[config.mk]
export PLATFORM = sky130hd
export DESIGN_NAME = sti_ram
export DESIGN_NICKNAME = d
export VERILOG_FILES = /design/src/hw/rtl/sorted_table_interpolator_top_macros.svh /design/src/hw/rtl/sti_ram.sv
export SDC_FILE = /design/constraint.sdc
export NUM_CORES = 2
export LEC_CHECK = 0
export BUFFER_PORTS_ARGS = -buffer_cell sky130_fd_sc_hd__buf_2
export CORE_MARGIN = 8
export CORE_UTILIZATION = 57
export DETAILED_ROUTE_END_ITERATION = 8
export MAX_ROUTING_LAYER = met4
export PLACE_DENSITY_LB_ADDON = 0.2
export SETUP_SLACK_MARGIN = 0.4
export SYNTH_ARGS = -nofsm -noshare
export SYNTH_HDL_FRONTEND = slang
export SYNTH_SLANG_ARGS = --single-unit
[constraint.sdc]
create_clock -name clk_i -period 6.1 [get_ports clk_i]
set_input_delay 0.305 -clock clk_i [delete_from_list [all_inputs] [get_ports clk_i]]
set_output_delay 0.305 -clock clk_i [all_outputs]
set_load 0.1 [all_outputs]
[src/hw/rtl/sorted_table_interpolator_top_macros.svh]
// assertion macros for the sorted table interpolator
`ifndef SORTED_TABLE_INTERPOLATOR_TOP_MACROS_SVH
`define SORTED_TABLE_INTERPOLATOR_TOP_MACROS_SVH
`ifndef NO_ASSERTIONS
// condition holds at every edge out of reset
`define STI_ASSERT_HOLDS(lbl, cond) \
  lbl: assert property (@(posedge clk_i) disable iff (!rst_ni) (cond)) \
    else $error("assertion failed");
// consequent holds in the same cycle
`define STI_ASSERT_IMPL(lbl, ante, cons) \
  lbl: assert property (@(posedge clk_i) disable iff (!rst_ni) (ante) |-> (cons)) \
    else $error("assertion failed");
// consequent holds in the next cycle
`define STI_ASSERT_NEXT(lbl, ante, cons) \
  lbl: assert property (@(posedge clk_i) disable iff (!rst_ni) (ante) |=> (cons)) \
    else $error("assertion failed");
`else
`define STI_ASSERT_HOLDS(lbl, cond)
`define STI_ASSERT_IMPL(lbl, ante, cons)
`define STI_ASSERT_NEXT(lbl, ante, cons)
`endif
`endif

[src/hw/rtl/sti_ram.sv]
// generic single write, single read ram with registered read
`timescale 1ns / 1ps
module sti_ram #(
  parameter int WIDTH = 64,
  parameter int DEPTH = 64
) (
  input  logic                     clk_i,
  input  logic                     we_i,
  input  logic [$clog2(DEPTH)-1:0] waddr_i,
  input  logic [WIDTH-1:0]         wdata_i,
  input  logic [$clog2(DEPTH)-1:0] raddr_i,
  output logic [WIDTH-1:0]         rdata_o
);
  logic [WIDTH-1:0] mem_q [DEPTH];

  always_ff @(posedge clk_i) begin
    if (we_i) begin
      mem_q[waddr_i] <= wdata_i;
    end
    rdata_o <= mem_q[raddr_i];
  end
endmodule

==> flow_summary.toml <==
[critical_path]
slowest_delay_ns = 1.13
critPathBufInv = 2
critPathKind = "in -> reg"
slowest_stage = "nor2_4"
r2r_start = "mem_q[11][62]$_DFFE_PP_"
cp_cell_sequence = "buf_2 -> nor2b_1 -> nand3_1 -> nor2_4 -> buf_4"
end_kind = "flop"
start_kind = "input port"
cp.arrival_ns = 3.19
critPathLaunch = "waddr_i[1]"
cp_max_fo = 25
cp_top_family = "simple AND/OR/NAND/NOR gates"
required_ns = 6.67

[min_path]
min_from = "wdata_i[61]"
hp-class = "in -> reg"

[synthesis]
synth-seq-cells = 4160
synth_cells = 6598
yosys-top-cells-area = "edfxtp_1 (79%), mux4_2 (15%), mux2i_1 (0.86%)"
yosysTopAreaCell = "edfxtp_1"
synth-async-reset-ratio = 0
synth_flop_cell = "edfxtp_1"
synth_edf_count = 4096
yosysMostFrequentCell = "edfxtp_1"
synth-seq-area-share = 0.795
synth_cell_types = 33
synth-warning-count = 0
syn_nets = 6676
syn_area_per_cell_um2 = 23.7
yosysTopAreaCellShare = 0.787
synth_common_cells = "edfxtp_1 (4096), mux4_2 (1024), buf_2 (170)"
synthesis.area_mm2 = 0.156

[global_route]
gr-total-overflow = 0
grt_start_max_net_pins = 127
grt_antenna_before_repair = 28
grt_usage = 0.293
grt_first_pass_wirelength_um = 587000
grt_pass1_vias = 75750

[cts]
clock_latency_ns = 0.98
cts_sinks = 4160
post_cts_buffers = 0
clk_pin_slew_ns = 0.06
cts_root_buffer = "clkbuf_16"
cts_max_level = 5
max-clock-path-buffers = 4
cts_buffers = 406
cts_tree = "built"

[detailed_routing]
drt-total-wl_um = 420000
post_drt_wl_per_cell_um = 38.4
antenna_left = 0
drt-initial-drc-count = 11245
drc = 0
firstDrtPassIters = 6
vias = 76038
routed_via_density = 6.95

[pwr]
powerDensity_mw_per_mm2 = 343
p_switching_uw = 13100
ir_drop_mv = 0.301
pwr-share-comb = 0.051
seqPwrFrac = 0.528
switching_share = 0.216
clkPwrFrac = 0.421
power.leakage_uw = 0.0549
internal-power_uw = 47300

[sta]
hold_viol_final = 0
period_needed_ns = 2.62
finalMaxSlewViolations = 0
setup_violations = 0
rsz0062_at_grt = "false"
clock.fmax_mhz = 381
finalSetupTns_ns = 0
tightest_slew_ns = 1.28
skew_ns = 0.0680
max_slew_margin = 0.145
fin_crit_sh = 0.430

[placed_design]
placed_area_mm2 = 0.162
dp.final_hpwl_um = 222000
finalWeightedCongestion = 0.815
port_buffers = 141

[cells_and_area]
areaGrowthSynthToFinish_pct = 12.6
drive_gt1_frac = 0.283
final_nets = 7056
design_area_mm2 = 0.176

[die]
rows = 192
die-area_mm2 = 0.291
initial_core_util = 0.572
coreArea_mm2 = 0.273
io_pins = 142
die_h_um = 540
dieWidth_um = 540

[job]
max_cap_viol_count = 0

[status]
status = "finished clean"
per-stage QoR:
step | util | power [µW] | hold WS (ns) | setup WS, ns | cells
2_1_floorplan | - | 34300 | 0.404 | 1.76 | 6598
3_3_place_gp | 0.595 | 35500 | 0.818 | 2.58 | 10158
3_5_place_dp | 0.595 | 35500 | 0.823 | 2.59 | 10158
4_1_cts | 0.644 | 60500 | 0.00604 | 3.52 | 10915
5_1_grt | 0.645 | 61700 | 0.0786 | 3.44 | 10931
6_report | 0.645 | 60300 | 0.0662 | 3.48 | 10936
power groups by stage:
stage,clock [µW],combinational [µW],sequential (µW)
2_1_floorplan,0,1470,32800
3_3_place_gp,0,3050,32400
3_5_place_dp,0,3100,32400
4_1_cts,25600,3110,31800
5_1_grt,26600,3230,31800
6_report,25400,3090,31800
kinds of logic after synthesis:
logic type,after synthesis,synth area share
compound gates,504,0.0248
buf+inv,389,0.0118
flops,4160,0.795
mux,1159,0.156
simple gates,386,0.0124
final cells by class:
| cell class | count | area [µm²] |
|---|---|---|
| antenna | 21 | 52.6 |
| clock buffer | 515 | 10900 |
| clock inverter | 241 | 2690 |
| fill | 17293 | 97100 |
| inverter | 19 | 71.3 |
| multi-input combinational | 2049 | 30800 |
| sequential | 4160 | 124000 |
| tap | 3589 | 4490 |
| timing repair buffer | 342 | 2800 |
state kept, by name, summed over array words and instances (netlist names):
signal   cells
mem_q     4096
rdata_o     64
placed cells by master, fill, tap and decap left out, types with 3 or more instances in the layout:
master      instances
clkinvlp_4         23
o22ai_1            83
a31oi_1            18
and3_1             64
dfxtp_1            64
inv_6               3
buf_2             138
nor2_4             65
buf_12             45
a211oi_1           63
clkinv_8            5
a22oi_1           168
a41oi_1            26
edfxtp_1         4096
diode_2            21
clkinv_4            3
or2_2              28
nand2b_1            9
nand3_1            45
mux2i_1           135
mux4_2           1024
clkinv_16           8
nor2_1             47
inv_16              8
clkbuf_16         410
o221ai_1           38
nor2b_4             3
buf_4             156
clkbuf_8           24
clkbuf_1           81
clkinv_1           76
nand2_1            56
inv_1              19
clkinv_2           70
a2bb2oi_1          19
bufinv_16          45
nor2b_1            24
a22o_1             88
or3_1              29
layer usage:
| metal | track usage | vias up | routed length, µm |
|---|---|---|---|
| li1 | - | 29300 | - |
| met1 | 0.409 | 41061 | 160000 |
| met2 | 0.456 | 4850 | 203000 |
| met3 | 0.0456 | 827 | 42400 |
| met4 | 0.0929 | 0 | 14800 |
| met5 | - | - | 0 |
worst paths after layout:
kind              slack [ns]  cells after the start                      to
setup / recovery        3.48                      5  mem_q[3][19]$_DFFE_PP_
hold reg to reg         0.83                      4     rdata_o[14]$_DFF_P_
hold / removal          0.07                      1  mem_q[1][61]$_DFFE_PP_
setup reg to reg        3.95                      5     rdata_o[62]$_DFF_P_
timing repair:
item | 4_1_cts | 5_1_grt
hold endpoints to repair | 14 | 0
hold buffers | 1 | 0
resized for setup | 0 | 0
(Power assumes the default switching activity.)
